File: src/rtl/core/assert_macros.svh
// assertion macros for the files that check themselves
// depends on nothing; included by the top level
`ifndef ASSERT_MACROS_SVH
`define ASSERT_MACROS_SVH

// cons must hold at every clock edge where ante holds, outside reset
`define DWSR_ASSERT_NOW(label, clk, rst_n, ante, cons, msg) \
  label: assert property (@(posedge clk) disable iff (!rst_n) (ante) |-> (cons)) \
    else $error(msg);

// cons must hold in the cycle after ante
`define DWSR_ASSERT_NEXT(label, clk, rst_n, ante, cons, msg) \
  label: assert property (@(posedge clk) disable iff (!rst_n) (ante) |=> (cons)) \
    else $error(msg);

`endif

File: src/rtl/core/dwsr_pkg.sv
// shared widths, operation and status codes, command kinds for the deque
// depends on nothing
package dwsr_pkg;

  localparam int DATA_W         = 32;
  localparam int OP_W           = 3;
  localparam int STAT_W         = 2;
  localparam int COUNT_W        = 5;
  localparam int DEPTH_DEF      = 16;
  localparam int CMDQ_DEPTH_DEF = 4;

  localparam logic [OP_W-1:0] OP_CREATE     = 3'd0;
  localparam logic [OP_W-1:0] OP_PUSH_BACK  = 3'd1;
  localparam logic [OP_W-1:0] OP_PUSH_FRONT = 3'd2;
  localparam logic [OP_W-1:0] OP_POP_BACK   = 3'd3;
  localparam logic [OP_W-1:0] OP_POP_FRONT  = 3'd4;
  localparam logic [OP_W-1:0] OP_SORT       = 3'd5;

  localparam logic [STAT_W-1:0] STAT_OK    = 2'd0;
  localparam logic [STAT_W-1:0] STAT_EMPTY = 2'd1;
  localparam logic [STAT_W-1:0] STAT_FULL  = 2'd2;

  typedef enum logic [1:0] {
    CMD_NONE,
    CMD_WRITE,
    CMD_READ,
    CMD_SORT
  } cmd_kind_t;

  typedef struct packed {
    logic sort_active;
    logic read_pending;
  } back_stat_t;

endpackage

File: src/rtl/core/dwsr_in_if.sv
// input channel: valid/ready handshake carrying op and value
// depends on dwsr_pkg
interface dwsr_in_if import dwsr_pkg::*; ();
  logic                     valid;
  logic                     ready;
  logic [OP_W-1:0]          op;
  logic signed [DATA_W-1:0] value;

  modport source (output valid, output op, output value, input ready);
  modport sink (input valid, input op, input value, output ready);
endinterface

File: src/rtl/core/dwsr_out_if.sv
// result channel: valid/ready handshake carrying one result word
// depends on dwsr_pkg
interface dwsr_out_if import dwsr_pkg::*; ();
  logic                     valid;
  logic                     ready;
  logic signed [DATA_W-1:0] data_out;
  logic [STAT_W-1:0]        status;
  logic [COUNT_W-1:0]       element_count;
  logic                     last;

  modport source (output valid, output data_out, output status, output element_count,
                  output last, input ready);
  modport sink (input valid, input data_out, input status, input element_count,
                input last, output ready);
endinterface

File: src/rtl/core/dwsr_ram.sv
// generic single-write, single-read RAM with registered read data
// depends on nothing
module dwsr_ram #(
  parameter int WIDTH = 32,
  parameter int DEPTH = 16,
  localparam int ADDR_W = (DEPTH > 1) ? $clog2(DEPTH) : 1
) (
  input  logic              clk,
  input  logic              we,
  input  logic [ADDR_W-1:0] waddr,
  input  logic [WIDTH-1:0]  wdata,
  input  logic              re,
  input  logic [ADDR_W-1:0] raddr,
  output logic [WIDTH-1:0]  rdata
);

  logic [WIDTH-1:0] mem [DEPTH];

  always_ff @(posedge clk) begin
    if (we) begin
      mem[waddr] <= wdata;
    end
    if (re) begin
      rdata <= mem[raddr];
    end
  end

endmodule

File: src/rtl/core/dwsr_cmd_q.sv
// small fifo of classified commands between front and back
// depends on dwsr_pkg
module dwsr_cmd_q import dwsr_pkg::*; #(
  parameter int WIDTH = 40,
  parameter int DEPTH = CMDQ_DEPTH_DEF,
  localparam int PTR_W = (DEPTH > 1) ? $clog2(DEPTH) : 1,
  localparam int CNT_W = $clog2(DEPTH + 1)
) (
  input  logic             clk,
  input  logic             rst_n,
  input  logic             push_valid,
  output logic             push_ready,
  input  logic [WIDTH-1:0] push_data,
  output logic             pop_valid,
  input  logic             pop_ready,
  output logic [WIDTH-1:0] pop_data
);

  localparam logic [PTR_W-1:0] PTR_MAX = PTR_W'(DEPTH - 1);
  localparam logic [CNT_W-1:0] FULL_C  = CNT_W'(DEPTH);

  logic [WIDTH-1:0] mem_r [DEPTH];
  logic [PTR_W-1:0] wr_ptr_r, rd_ptr_r;
  logic [CNT_W-1:0] cnt_r, cnt_nxt;
  logic             do_push, do_pop;

  assign push_ready = (cnt_r != FULL_C);
  assign pop_valid  = (cnt_r != '0);
  assign pop_data   = mem_r[rd_ptr_r];
  assign do_push    = push_valid && push_ready;
  assign do_pop     = pop_valid && pop_ready;

  always_comb begin
    cnt_nxt = cnt_r;
    if (do_push && !do_pop) begin
      cnt_nxt = cnt_r + CNT_W'(1);
    end else if (do_pop && !do_push) begin
      cnt_nxt = cnt_r - CNT_W'(1);
    end
  end

  always_ff @(posedge clk) begin
    if (do_push) begin
      mem_r[wr_ptr_r] <= push_data;
    end
    if (!rst_n) begin
      wr_ptr_r <= '0;
      rd_ptr_r <= '0;
      cnt_r    <= '0;
    end else begin
      cnt_r <= cnt_nxt;
      if (do_push) begin
        wr_ptr_r <= (wr_ptr_r == PTR_MAX) ? '0 : wr_ptr_r + PTR_W'(1);
      end
      if (do_pop) begin
        rd_ptr_r <= (rd_ptr_r == PTR_MAX) ? '0 : rd_ptr_r + PTR_W'(1);
      end
    end
  end

endmodule

File: src/rtl/core/dwsr_front.sv
// front end: accepts ops, keeps front index and count, emits commands
// depends on dwsr_pkg, dwsr_in_if
module dwsr_front import dwsr_pkg::*; #(
  parameter int DEPTH = DEPTH_DEF,
  localparam int IDX_W = (DEPTH > 1) ? $clog2(DEPTH) : 1,
  localparam int CNT_W = $clog2(DEPTH + 1),
  localparam int CMD_W = $bits(cmd_kind_t) + IDX_W + DATA_W + STAT_W + CNT_W
) (
  input  logic             clk,
  input  logic             rst_n,
  dwsr_in_if.sink          in_ch,
  output logic             q_valid,
  input  logic             q_ready,
  output logic [CMD_W-1:0] q_data
);

  localparam logic [IDX_W-1:0] IDX_MAX = IDX_W'(DEPTH - 1);
  localparam logic [CNT_W-1:0] DEPTH_C = CNT_W'(DEPTH);
  localparam logic [CNT_W:0]   DEPTH_S = (CNT_W + 1)'(DEPTH);

  logic [IDX_W-1:0]  front_r, front_nxt;
  logic [CNT_W-1:0]  total_r, total_nxt;
  logic              accept;
  logic [CNT_W:0]    sum_back, sum_last, tail_w, last_w;
  logic [IDX_W-1:0]  push_slot, pop_slot, front_dec, front_inc;
  cmd_kind_t         kind;
  logic [IDX_W-1:0]  addr;
  logic [STAT_W-1:0] status;
  logic [CNT_W-1:0]  count;

  assign in_ch.ready = q_ready;
  assign q_valid     = in_ch.valid;
  assign accept      = in_ch.valid && q_ready;

  // slots of the element past the back and of the back element itself
  assign sum_back  = {1'b0, total_r} + (CNT_W + 1)'(front_r);
  assign sum_last  = sum_back - (CNT_W + 1)'(1);
  assign tail_w    = (sum_back >= DEPTH_S) ? sum_back - DEPTH_S : sum_back;
  assign last_w    = (sum_last >= DEPTH_S) ? sum_last - DEPTH_S : sum_last;
  assign push_slot = tail_w[IDX_W-1:0];
  assign pop_slot  = last_w[IDX_W-1:0];
  assign front_dec = (front_r == '0) ? IDX_MAX : front_r - IDX_W'(1);
  assign front_inc = (front_r == IDX_MAX) ? '0 : front_r + IDX_W'(1);

  always_comb begin
    front_nxt = front_r;
    total_nxt = total_r;
    kind      = CMD_NONE;
    addr      = '0;
    status    = STAT_OK;
    count     = total_r;
    case (in_ch.op)
      OP_CREATE: begin
        front_nxt = '0;
        total_nxt = CNT_W'(1);
        kind      = CMD_WRITE;
        count     = CNT_W'(1);
      end
      OP_PUSH_BACK, OP_PUSH_FRONT: begin
        if (total_r == '0) begin
          status = STAT_EMPTY;
        end else if (total_r >= DEPTH_C) begin
          status = STAT_FULL;
        end else begin
          total_nxt = total_r + CNT_W'(1);
          count     = total_nxt;
          kind      = CMD_WRITE;
          if (in_ch.op == OP_PUSH_BACK) begin
            addr = push_slot;
          end else begin
            front_nxt = front_dec;
            addr      = front_dec;
          end
        end
      end
      OP_POP_BACK, OP_POP_FRONT: begin
        if (total_r == '0) begin
          status = STAT_EMPTY;
        end else begin
          total_nxt = total_r - CNT_W'(1);
          count     = total_nxt;
          kind      = CMD_READ;
          if (in_ch.op == OP_POP_BACK) begin
            addr = pop_slot;
          end else begin
            addr      = front_r;
            front_nxt = front_inc;
          end
          // an emptied deque restarts at slot zero
          if (total_nxt == '0) begin
            front_nxt = '0;
          end
        end
      end
      OP_SORT: begin
        if (total_r == '0) begin
          status = STAT_EMPTY;
        end else begin
          kind = CMD_SORT;
          addr = front_r;
        end
      end
      default: begin
      end
    endcase
  end

  assign q_data = {kind, addr, in_ch.value, status, count};

  always_ff @(posedge clk) begin
    if (!rst_n) begin
      front_r <= '0;
      total_r <= '0;
    end else if (accept) begin
      front_r <= front_nxt;
      total_r <= total_nxt;
    end
  end

endmodule

File: src/rtl/core/dwsr_back.sv
// back end: executes commands on the element ram, runs the insertion
// sorter and drives the result register; depends on dwsr_pkg, dwsr_out_if, dwsr_ram
module dwsr_back import dwsr_pkg::*; #(
  parameter int DEPTH = DEPTH_DEF,
  localparam int IDX_W = (DEPTH > 1) ? $clog2(DEPTH) : 1,
  localparam int CNT_W = $clog2(DEPTH + 1),
  localparam int CMD_W = $bits(cmd_kind_t) + IDX_W + DATA_W + STAT_W + CNT_W
) (
  input  logic             clk,
  input  logic             rst_n,
  input  logic             q_valid,
  output logic             q_ready,
  input  logic [CMD_W-1:0] q_data,
  dwsr_out_if.source       out_ch,
  output back_stat_t       stat
);

  localparam int KIND_W = $bits(cmd_kind_t);
  localparam logic [IDX_W-1:0] IDX_MAX = IDX_W'(DEPTH - 1);

  typedef enum logic [1:0] {
    S_RUN,
    S_SORT_RD,
    S_EMIT
  } state_t;

  state_t            state_r, state_nxt;
  logic              a_valid_r, a_valid_nxt, a_read_r, a_read_nxt;
  logic [STAT_W-1:0] a_status_r, a_status_nxt;
  logic [CNT_W-1:0]  a_count_r, a_count_nxt;

  logic                     out_valid_r, out_valid_nxt, out_last_r, out_last_nxt;
  logic signed [DATA_W-1:0] out_data_r, out_data_nxt;
  logic [STAT_W-1:0]        out_status_r, out_status_nxt;
  logic [COUNT_W-1:0]       out_count_r, out_count_nxt;

  logic [CNT_W-1:0] rd_off_r, rd_off_nxt, sort_n_r, sort_n_nxt;
  logic [CNT_W-1:0] fill_r, fill_nxt, rem_r, rem_nxt;
  logic [IDX_W-1:0] rd_slot_r, rd_slot_nxt;
  logic             ins_pend_r, ins_pend_nxt;

  logic signed [DATA_W-1:0] cell_r [DEPTH];
  logic signed [DATA_W-1:0] cell_nxt [DEPTH];
  logic signed [DATA_W-1:0] ins_row [DEPTH];
  logic signed [DATA_W-1:0] shf_row [DEPTH];
  logic [DEPTH-1:0]         h;

  cmd_kind_t                q_kind;
  logic [IDX_W-1:0]         q_addr;
  logic signed [DATA_W-1:0] q_value;
  logic [STAT_W-1:0]        q_status;
  logic [CNT_W-1:0]         q_count;

  logic                     q_pop, out_free, a_adv, rd_issue;
  logic                     ram_we, ram_re;
  logic [IDX_W-1:0]         ram_raddr;
  logic signed [DATA_W-1:0] ram_rdata;
  logic [CNT_W+COUNT_W-1:0] a_count_ext, sort_n_ext;

  assign q_count  = q_data[CNT_W-1:0];
  assign q_status = q_data[CNT_W +: STAT_W];
  assign q_value  = q_data[CNT_W+STAT_W +: DATA_W];
  assign q_addr   = q_data[CNT_W+STAT_W+DATA_W +: IDX_W];
  assign q_kind   = cmd_kind_t'(q_data[CMD_W-1 -: KIND_W]);

  assign out_free = !out_valid_r || out_ch.ready;
  assign a_adv    = a_valid_r && out_free;
  assign q_ready  = (state_r == S_RUN) && (!a_valid_r || a_adv);
  assign q_pop    = q_valid && q_ready;
  assign rd_issue = (state_r == S_SORT_RD) && (rd_off_r < sort_n_r);

  assign ram_we    = q_pop && (q_kind == CMD_WRITE);
  assign ram_re    = (q_pop && (q_kind == CMD_READ)) || rd_issue;
  assign ram_raddr = (state_r == S_SORT_RD) ? rd_slot_r : q_addr;

  dwsr_ram #(
    .WIDTH (DATA_W),
    .DEPTH (DEPTH)
  ) u_ram (
    .clk   (clk),
    .we    (ram_we),
    .waddr (q_addr),
    .wdata (q_value),
    .re    (ram_re),
    .raddr (ram_raddr),
    .rdata (ram_rdata)
  );

  assign a_count_ext = {{COUNT_W{1'b0}}, a_count_r};
  assign sort_n_ext  = {{COUNT_W{1'b0}}, sort_n_r};

  // insertion cells: h marks cells that hold a larger value or are unfilled
  always_comb begin
    for (int k = 0; k < DEPTH; k++) begin
      h[k] = (CNT_W'(k) >= fill_r) || (cell_r[k] > ram_rdata);
    end
    ins_row[0] = h[0] ? ram_rdata : cell_r[0];
    for (int k = 1; k < DEPTH; k++) begin
      ins_row[k] = h[k-1] ? cell_r[k-1] : (h[k] ? ram_rdata : cell_r[k]);
    end
    for (int k = 0; k < DEPTH - 1; k++) begin
      shf_row[k] = cell_r[k+1];
    end
    shf_row[DEPTH-1] = cell_r[DEPTH-1];
  end

  always_comb begin
    state_nxt      = state_r;
    a_valid_nxt    = a_valid_r;
    a_read_nxt     = a_read_r;
    a_status_nxt   = a_status_r;
    a_count_nxt    = a_count_r;
    out_valid_nxt  = out_valid_r;
    out_data_nxt   = out_data_r;
    out_status_nxt = out_status_r;
    out_count_nxt  = out_count_r;
    out_last_nxt   = out_last_r;
    rd_off_nxt     = rd_off_r;
    rd_slot_nxt    = rd_slot_r;
    sort_n_nxt     = sort_n_r;
    fill_nxt       = fill_r;
    rem_nxt        = rem_r;
    ins_pend_nxt   = ins_pend_r;
    for (int k = 0; k < DEPTH; k++) begin
      cell_nxt[k] = cell_r[k];
    end

    if (out_valid_r && out_ch.ready) begin
      out_valid_nxt = 1'b0;
    end
    if (a_adv) begin
      out_valid_nxt  = 1'b1;
      out_data_nxt   = a_read_r ? ram_rdata : '0;
      out_status_nxt = a_status_r;
      out_count_nxt  = a_count_ext[COUNT_W-1:0];
      out_last_nxt   = 1'b1;
      a_valid_nxt    = 1'b0;
    end

    case (state_r)
      S_RUN: begin
        if (q_pop) begin
          if (q_kind == CMD_SORT) begin
            state_nxt    = S_SORT_RD;
            rd_off_nxt   = '0;
            rd_slot_nxt  = q_addr;
            sort_n_nxt   = q_count;
            fill_nxt     = '0;
            ins_pend_nxt = 1'b0;
          end else begin
            a_valid_nxt  = 1'b1;
            a_read_nxt   = (q_kind == CMD_READ);
            a_status_nxt = q_status;
            a_count_nxt  = q_count;
          end
        end
      end
      S_SORT_RD: begin
        // read of element i overlaps the insertion of element i-1
        ins_pend_nxt = rd_issue;
        if (rd_issue) begin
          rd_off_nxt  = rd_off_r + CNT_W'(1);
          rd_slot_nxt = (rd_slot_r == IDX_MAX) ? '0 : rd_slot_r + IDX_W'(1);
        end
        if (ins_pend_r) begin
          for (int k = 0; k < DEPTH; k++) begin
            cell_nxt[k] = ins_row[k];
          end
          fill_nxt = fill_r + CNT_W'(1);
          if (fill_r + CNT_W'(1) == sort_n_r) begin
            state_nxt = S_EMIT;
            rem_nxt   = sort_n_r;
          end
        end
      end
      S_EMIT: begin
        if (out_free) begin
          out_valid_nxt  = 1'b1;
          out_data_nxt   = cell_r[0];
          out_status_nxt = STAT_OK;
          out_count_nxt  = sort_n_ext[COUNT_W-1:0];
          out_last_nxt   = (rem_r == CNT_W'(1));
          for (int k = 0; k < DEPTH; k++) begin
            cell_nxt[k] = shf_row[k];
          end
          rem_nxt = rem_r - CNT_W'(1);
          if (rem_r == CNT_W'(1)) begin
            state_nxt = S_RUN;
          end
        end
      end
      default: begin
        state_nxt = S_RUN;
      end
    endcase
  end

  always_ff @(posedge clk) begin
    a_read_r     <= a_read_nxt;
    a_status_r   <= a_status_nxt;
    a_count_r    <= a_count_nxt;
    out_data_r   <= out_data_nxt;
    out_status_r <= out_status_nxt;
    out_count_r  <= out_count_nxt;
    out_last_r   <= out_last_nxt;
    rd_slot_r    <= rd_slot_nxt;
    sort_n_r     <= sort_n_nxt;
    for (int k = 0; k < DEPTH; k++) begin
      cell_r[k] <= cell_nxt[k];
    end
    if (!rst_n) begin
      state_r     <= S_RUN;
      a_valid_r   <= 1'b0;
      out_valid_r <= 1'b0;
      rd_off_r    <= '0;
      fill_r      <= '0;
      rem_r       <= '0;
      ins_pend_r  <= 1'b0;
    end else begin
      state_r     <= state_nxt;
      a_valid_r   <= a_valid_nxt;
      out_valid_r <= out_valid_nxt;
      rd_off_r    <= rd_off_nxt;
      fill_r      <= fill_nxt;
      rem_r       <= rem_nxt;
      ins_pend_r  <= ins_pend_nxt;
    end
  end

  assign out_ch.valid         = out_valid_r;
  assign out_ch.data_out      = out_data_r;
  assign out_ch.status        = out_status_r;
  assign out_ch.element_count = out_count_r;
  assign out_ch.last          = out_last_r;

  assign stat.sort_active  = (state_r != S_RUN);
  assign stat.read_pending = a_valid_r;

endmodule

File: src/rtl/core/deque_with_sorted_readout.sv
// bounded deque with sorted readout: create, push and pop give one result word
// each, through the command queue, back stage and output register, one per cycle
// while results are taken; sort of n elements reads the ram into the insertion
// cells, then gives n output words while later ops wait in the 4-entry command
// queue; synchronous active-low reset clears index, count, queue and pipeline, not the element ram
`include "assert_macros.svh"

module deque_with_sorted_readout import dwsr_pkg::*; #(
  parameter int DEPTH       = DEPTH_DEF,
  parameter int QUEUE_DEPTH = CMDQ_DEPTH_DEF
) (
  input  logic       clk,
  input  logic       rst_n,
  dwsr_in_if.sink    in_ch,
  dwsr_out_if.source out_ch
);

  localparam int IDX_W = (DEPTH > 1) ? $clog2(DEPTH) : 1;
  localparam int CNT_W = $clog2(DEPTH + 1);
  localparam int CMD_W = $bits(cmd_kind_t) + IDX_W + DATA_W + STAT_W + CNT_W;

  logic             fq_valid, fq_ready, qb_valid, qb_ready;
  logic [CMD_W-1:0] fq_data, qb_data;
  back_stat_t       bstat;

  dwsr_front #(
    .DEPTH (DEPTH)
  ) u_front (
    .clk     (clk),
    .rst_n   (rst_n),
    .in_ch   (in_ch),
    .q_valid (fq_valid),
    .q_ready (fq_ready),
    .q_data  (fq_data)
  );

  dwsr_cmd_q #(
    .WIDTH (CMD_W),
    .DEPTH (QUEUE_DEPTH)
  ) u_cmd_q (
    .clk        (clk),
    .rst_n      (rst_n),
    .push_valid (fq_valid),
    .push_ready (fq_ready),
    .push_data  (fq_data),
    .pop_valid  (qb_valid),
    .pop_ready  (qb_ready),
    .pop_data   (qb_data)
  );

  dwsr_back #(
    .DEPTH (DEPTH)
  ) u_back (
    .clk     (clk),
    .rst_n   (rst_n),
    .q_valid (qb_valid),
    .q_ready (qb_ready),
    .q_data  (qb_data),
    .out_ch  (out_ch),
    .stat    (bstat)
  );

  // an accepted word is waiting in the queue on the next cycle
  `DWSR_ASSERT_NEXT(a_accept_queued, clk, rst_n, in_ch.valid && in_ch.ready, qb_valid, "accepted word not queued")
  // no command leaves the queue while a sort owns the ram and cells
  `DWSR_ASSERT_NOW(a_sort_holds_queue, clk, rst_n, bstat.sort_active, !(qb_valid && qb_ready), "queue popped during sort")
  `DWSR_ASSERT_NOW(a_sort_no_pending, clk, rst_n, bstat.sort_active, !bstat.read_pending, "result pending during sort")
  // sorted run goes out without gaps once a word is taken
  `DWSR_ASSERT_NEXT(a_run_no_gap, clk, rst_n, out_ch.valid && out_ch.ready && !out_ch.last, out_ch.valid, "gap inside sorted run")

endmodule
File: src/flat_wrapper.sv
// flat-port wrapper written by rule: the top's interface ports become plain ports
module deque_with_sorted_readout_flat import dwsr_pkg::*;
#(
  parameter int DEPTH       = DEPTH_DEF,
  parameter int QUEUE_DEPTH = CMDQ_DEPTH_DEF
)
  (clk, rst_n, in_ch_valid, in_ch_op, in_ch_value, in_ch_ready, out_ch_valid, out_ch_data_out, out_ch_status, out_ch_element_count, out_ch_last, out_ch_ready);
  dwsr_in_if in_ch_i ();
  dwsr_out_if out_ch_i ();
  input  logic clk;
  input  logic rst_n;
  input wire logic [$bits(in_ch_i.valid)-1:0] in_ch_valid;
  input wire logic [$bits(in_ch_i.op)-1:0] in_ch_op;
  input wire logic [$bits(in_ch_i.value)-1:0] in_ch_value;
  output wire logic [$bits(in_ch_i.ready)-1:0] in_ch_ready;
  output wire logic [$bits(out_ch_i.valid)-1:0] out_ch_valid;
  output wire logic [$bits(out_ch_i.data_out)-1:0] out_ch_data_out;
  output wire logic [$bits(out_ch_i.status)-1:0] out_ch_status;
  output wire logic [$bits(out_ch_i.element_count)-1:0] out_ch_element_count;
  output wire logic [$bits(out_ch_i.last)-1:0] out_ch_last;
  input wire logic [$bits(out_ch_i.ready)-1:0] out_ch_ready;
  assign in_ch_i.valid = in_ch_valid;
  assign in_ch_i.op = in_ch_op;
  assign in_ch_i.value = in_ch_value;
  assign in_ch_ready = in_ch_i.ready;
  assign out_ch_valid = out_ch_i.valid;
  assign out_ch_data_out = out_ch_i.data_out;
  assign out_ch_status = out_ch_i.status;
  assign out_ch_element_count = out_ch_i.element_count;
  assign out_ch_last = out_ch_i.last;
  assign out_ch_i.ready = out_ch_ready;
  deque_with_sorted_readout #(.DEPTH(DEPTH), .QUEUE_DEPTH(QUEUE_DEPTH)) u_core (.clk(clk), .rst_n(rst_n), .in_ch(in_ch_i), .out_ch(out_ch_i));
endmodule
File: config.mk
export PLATFORM = sky130hd
export DESIGN_NAME = deque_with_sorted_readout_flat
export DESIGN_NICKNAME = d
export VERILOG_FILES = /design/src/rtl/core/dwsr_pkg.sv /design/src/rtl/core/dwsr_in_if.sv /design/src/rtl/core/dwsr_out_if.sv /design/src/rtl/core/dwsr_ram.sv /design/src/rtl/core/dwsr_cmd_q.sv /design/src/rtl/core/dwsr_front.sv /design/src/rtl/core/dwsr_back.sv /design/src/rtl/core/deque_with_sorted_readout.sv /design/src/flat_wrapper.sv
export VERILOG_INCLUDE_DIRS = /design/src /design/src/rtl/core
export SDC_FILE = /design/constraint.sdc
export NUM_CORES = 2
export LEC_CHECK = 0
export ABC_AREA = 1
export BUFFER_PORTS_ARGS = -buffer_cell sky130_fd_sc_hd__buf_4
export CORE_ASPECT_RATIO = 0.6
export CORE_MARGIN = 3
export CORE_UTILIZATION = 45
export DETAILED_ROUTE_END_ITERATION = 16
export GPL_TIMING_DRIVEN = 0
export PLACE_DENSITY_LB_ADDON = 0.15
export SYNTH_ARGS = -nofsm -noshare
export SYNTH_HDL_FRONTEND = slang
export SYNTH_SLANG_ARGS = --single-unit
export TNS_END_PERCENT = 100
File: constraint.sdc
create_clock -name clk -period 5.15 [get_ports clk]
set_input_delay 0.2575 -clock clk [delete_from_list [all_inputs] [get_ports clk]]
set_output_delay 0.2575 -clock clk [all_outputs]
set_load 0.01 [all_outputs]
### Word level (Yosys, flattened, before mapping)

Memory sizes are Yosys's and may differ from the RTL's. A register that Yosys moved wholly into a read port is not among the register bits.
Cells that the tools add are included.

* register bits: 93
* bits in writable memories: 1204
* bits of input ports: 39
* output and inout bits: 42
* word-level logic and storage cells: 282
* memories kept: 3

Memories
* u_core.u_back.cell_r: words 16, width 32, rd ports 16, clocked after Yosys merged registers in 0, wr ports 16, line dwsr_back.sv:42 `logic signed [DATA_W-1:0] cell_r [DEPTH];`
* u_core.u_back.u_ram.mem: words 16, width 32, rd ports 1, clocked after Yosys merged registers in 1, wr ports 1, line dwsr_ram.sv:17 `logic [WIDTH-1:0] mem [DEPTH];`
* u_core.u_cmd_q.mem_r: words 4, width 45, rd ports 1, clocked after Yosys merged registers in 1, wr ports 1, line dwsr_cmd_q.sv:22 `logic [WIDTH-1:0] mem_r [DEPTH];`

* add/sub/neg operators: 16
* $lt $le $gt $ge: 36
* equality and inequality tests: 29
* mux-type cells: 122
* bitwise gates (word level): 1
* reduce and logical (&&, ||, !) cells: 54

Operators by type and width (count)
* $mux 32: 35
* $mux 512: 2
* $pmux 512 s2: 1
* $gt 32x32->1: 16
* $mux 4: 21
* $mux 5: 13
* $ge 4x5->1 const A: 8
* $mux 2: 17
* $pmux 5 s2: 3
* $pmux 4 s3: 2
* $ge 3x5->1 const A: 4
* $mux 1: 20
* $logic_or 1x1->1: 19
* $ne 2x2->1 const B: 9
* $add 5x1->5 const B: 3
* $pmux 5 s3: 1
* $ge 6x5->1 const B: 2
* $reduce_and 4->1: 3
* $sub 4x1->4 const B: 3
* $eq 2x2->1 const B: 5
* $ge 1x5->1 const A: 2
* $ge 2x5->1 const A: 2
* $logic_and 1x1->1: 10
* $logic_not 5->1: 2
* other kinds (36): 55

### Longest topological paths before layout

* word-level depth: 9
* gate-level depth with buffers: 21
* depth with buffers taken out: 20

### Hierarchy

Synthesis repeated with hierarchy kept, for this count alone.

* cell total of the unflattened synthesis: 8827
* area total of the unflattened synthesis: 76791.1 µm²

Modules (own cells, without submodules)
* dwsr_back: instances 1, cells each 5943, area an instance 44816.7 µm², sequential area each 17086.4 µm²
* dwsr_ram: instances 1, cells each 2120, area an instance 23050.9 µm², sequential area each 16335.7 µm²
* dwsr_cmd_q: instances 1, cells each 505, area an instance 7298.2 µm², sequential area each 5585.4 µm²
* dwsr_front: instances 1, cells each 259, area an instance 1625.3 µm², sequential area each 180.2 µm²

### Worst setup path after synthesis

No wires, ideal clock.

* kind: reg-to-reg
* start point: reg, netlist name u_core.u_back.u_ram.rdata[31]
* end point: mem u_core.u_back.cell_r[5][0], in the netlist u_core.u_back.cell_r[0][160], enable pin
* setup time: 422 ps
* arrival time: 3960 ps
* path slack: 768 ps
* stages on the path, launching flop included: 17
* buffers on the path: 2
* path through: edfxtp_1 > inv_1 > clkbuf_1 > ha_1 > nand2_1 > inv_1 > nor2_1 > o21a_1 > nand2_1 > a21oi_1 > nand3_1 > nand2_1 > nand2_1 > nand2_2 > buf_4 > nor2_1 > nor2_1

RTL lines (line)
* to (decl): dwsr_back.sv:42

==> flow_summary.ini <==
[worst_setup_path]
cp-end-kind = register
r2r_end = u_core.u_back.cell_r[1][6]
criticalPathCategory = reg -> reg
startpoint = u_core.u_back.u_ram.rdata[21]
worst-path-max-fanout = 24
cp.arrival_ps = 5660
r2r_start = u_core.u_back.u_ram.rdata[21]
regToRegSetupSlack_ps = -40
reg2regPathDepth = 18
startpoint_type = register
cp.required_ps = 5620
endpoint = u_core.u_back.cell_r[1][6]

[global_route]
grt_max_degree = 33
grt_pass1_wl_mm = 387
antenna_found_initial = 17
track_usage = 0.307
grt_pass1_vias = 58700
gr-total-overflow = 0

[clocking]
cts_sinks = 1331
numCtsBuffers = 135
h-tree-depth = 4
cts-root-buf = clkbuf_16
clkLatencyLatePin_ps = 800
cts_tree = yes
cts_buffer_depth = 3
cts_setup_buffers = 0
clk_pin_slew_ps = 60

[yosys]
synth_top_cells_by_area = edfxtp_1 50%, nand2_1 11%, ha_1 9.0%, nand3_1 7.4%, inv_1 4.2%
ys_types = 63
syn_avg_cell_area_um2 = 9.08
seq_area_frac_synth = 0.526
synth_edf_count = 1253
synthArstFlopShare = 0
yosysTopAreaCellShare = 0.505
yosys_warnings = 0
syn_inst = 8211
mappedNetlistArea_um2 = 74600
synth_nets = 8790
synth_top_area_cell = edfxtp_1
synth_top_flop_cell = edfxtp_1
synth_seq_cells = 1331

[die]
num_io_pins = 81
start_util = 0.454
fp.dieH_um = 321
die_w_um = 531
core-area_um2 = 164000
rows = 115
die_area_um2 = 171000

[layout]
drive_gt1_frac = 0.0832
multi_input_area_um2 = 30500
finish.utilization = 0.514
nFillCells = 15200
syn_to_final_growth_pct = 13.3
seq_area_um2 = 39200
nNetsFinal = 9114

[pwr]
p_int_mw = 27.7
p_sw_mw = 25.7
power.share.clock = 0.183
pwr-share-comb = 0.509
leakagePower_nw = 35.9
seq_power_share = 0.308
ir_worst_vdd_v = 0.000537
p_per_area_nw_per_um2 = 632
p_sw_frac = 0.481

[worst_hold_path]
hold_path_class = in -> reg

[timing]
skew_ps = 38.3
rsz0062_at_grt = no
final-setup-viol-count = 24
fin_crit_ps = 5190
relSlewSlack = -0.0489
worst_hold_slack_ps = 88.4
post-route-period-util = 1.01
finalHoldViolCount = 0
fmax_mhz = 193
tightest_slew_ps = 1570
final_max_slew_viol_count = 10
fin_ws_ps = -44.5

[route]
ant_nets = 0
routed_wl_mm = 272
dr.first_iter.drc_count = 9485
drt-vias-per-instance = 5.88
via_count = 63900
wl_per_cell_um = 25.0
drt_first_pass_iters = 8
drc = 0

[run]
max-cap-violations = 1

[status]
failed_checks = capacitance limit, slew limit, setup timing
status = complete, but fails checks

[placement]
io_buffers = 80
hpwl_mm = 207
place_congestion = 0.967
[worst max-delay path, stage by stage (launching register included)]
cell and delay (ps):
edfxtp_1 740, inv_1 330, clkbuf_2 250, buf_12 180, ha_1 350, nand2_1 50
nor2_1 140, nand4_1 170, nor3b_1 710, nand2_1 200, nand2_1 100, nand2_1 60
nand2_1 150, nand2_2 180, nand2_2 190, buf_4 270, nor2_1 110, nor2_4 330
buf_12 240
[cells by family (layout without fill, tap and decap cells)]
family,Yosys count,count (layout),synth area share
adders and majority gates,540,540,0.0908
DFF,1331,1331,0.526
and+or+nand+nor,3861,3870,0.219
AOI/OAI and AO/OA,1156,1156,0.0893
buffers and inverters,1303,1715,0.0728
other,0,8,0
xor gates and xnor gates,20,20,0.00235
[worst min path at each step]
| stage | from | end | cells after the start |
|---|---|---|---|
| 2_1_floorplan | in_ch_value[3] | u_core.u_cmd_q.mem_r[0][10] | 0 |
| 3_3_place_gp | u_core.u_back.a_valid_r | u_core.u_back.out_ch.valid | 2 |
| 3_5_place_dp | u_core.u_back.out_ch.status[1] | u_core.u_back.out_ch.status[1] | 1 |
| 4_1_cts | in_ch_valid | u_core.u_cmd_q.wr_ptr_r[0] | 3 |
| 5_1_grt | in_ch_valid | u_core.u_cmd_q.wr_ptr_r[0] | 3 |
| 6_report | in_ch_valid | u_core.u_cmd_q.wr_ptr_r[0] | 3 |
[state kept, by name, summed over array words and instances (netlist names), 32 cells and up, named ones only]
name                           cells
u_core.u_cmd_q.mem_r             180
u_core.u_back.u_ram.mem          512
u_core.u_back.u_ram.rdata         32
u_core.u_back.cell_r             512
u_core.u_back.out_ch.data_out     32
[cells in the mapped netlist, types with 4 or more instances]
master	n
o211ai_1	26
o21bai_1	5
inv_2	14
nand4_1	47
nand2_4	4
buf_2	138
ha_1	538
o21a_1	19
buf_1	8
inv_1	831
buf_4	43
nand3_1	1100
edfxtp_1	1253
xnor2_1	8
a31oi_1	6
dfxtp_1	78
nor2_1	365
nor2_2	10
nand3_2	7
a221oi_1	8
o21ai_0	409
a21o_1	10
clkbuf_1	230
a21oi_1	412
o21ai_1	55
nand2_1	2254
a211oi_1	5
nor3_1	21
o221ai_1	145
o22ai_1	42
nor4_2	4
nor3b_1	4
buf_6	26
nand2_2	19
xor2_1	12
clkinv_1	6
clkbuf_2	5
[per-stage QoR]
step | setup TNS [ps] | setup slack, ps | total power, mW | std cells | instance area, um2
2_1_floorplan | 0 | 768 | 30.8 | 8211 | 74600
3_3_place_gp | -1145820 | -2520 | 40.7 | 10500 | 77900
3_5_place_dp | -6740 | -115 | 42.4 | 10600 | 79700
4_1_cts | 0 | 52.0 | 52.2 | 10800 | 84300
5_1_grt | 0 | 21.0 | 55.9 | 10900 | 84400
6_report | -668 | -44.5 | 53.4 | 10900 | 84500
[repair_timing]
item                       CTS  global route
gates cloned                 3             6
setup endpoints to repair   96           354
resized for setup            3            15
hold buffers                34             0
hold endpoints to repair   135             0
pin swaps                    2             3
[area by class of cell]
cell class,instances,area share
Inverter,853,0.0381
Antenna cell,8,0.000237
Sequential cell,1331,0.464
Multi-Input combinational cell,5586,0.362
Clock buffer,172,0.0421
Timing Repair Buffer,178,0.0273
Clock inverter,62,0.00708
Tap cell,2223,0.0329
Buffer,450,0.0267
[cell usage in the layout, fill, tap and decap left out, types with 8 or more instances in the layout]
cell type      synthesis  final
nand2_1             2254   2254
edfxtp_1            1253   1253
nand3_1             1100   1100
inv_1                831    831
ha_1                 538    538
a21oi_1              412    412
o21ai_0              409    409
nor2_1               365    330
clkbuf_1             230    241
o221ai_1             145    145
buf_2                138    139
clkbuf_16              0    135
buf_4                 43    124
dfxtp_1               78     78
o21ai_1               55     55
nand4_1               47     47
nor2_4                 3     47
buf_12                 0     35
dlygate4sd3_1          0     34
o22ai_2                0     31
buf_6                 26     27
clkinv_1               6     27
o211ai_1              26     26
clkbuf_2               5     24
nor3_1                21     21
nand2_2               19     19
o21a_1                19     19
buf_16                 0     19
clkinv_2               0     15
inv_2                 14     14
xor2_1                12     12
o22ai_1               42     11
nor2_2                10     10
a21o_1                10     10
diode_2                0      8
xnor2_1                8      8
buf_1                  8      8
a221oi_1               8      8
buf_8                  0      8
[power by group through the flow]
stage	sequential [mW]	clock, mW	combinational (mW)
floorplan	15.7	0	15.1
global placement	16.7	0	24.0
detailed placement	16.5	0	25.9
CTS	16.3	9.84	26.1
global route	16.5	10.3	29.2
finish	16.5	9.75	27.2
[routing by layer]
metal  wire length, um  track usage
met3             44500        0.142
met1            127000        0.485
met4              4050       0.0578
met5               699       0.0214
met2             95500        0.370
Power figures use the tool's default switching activity.
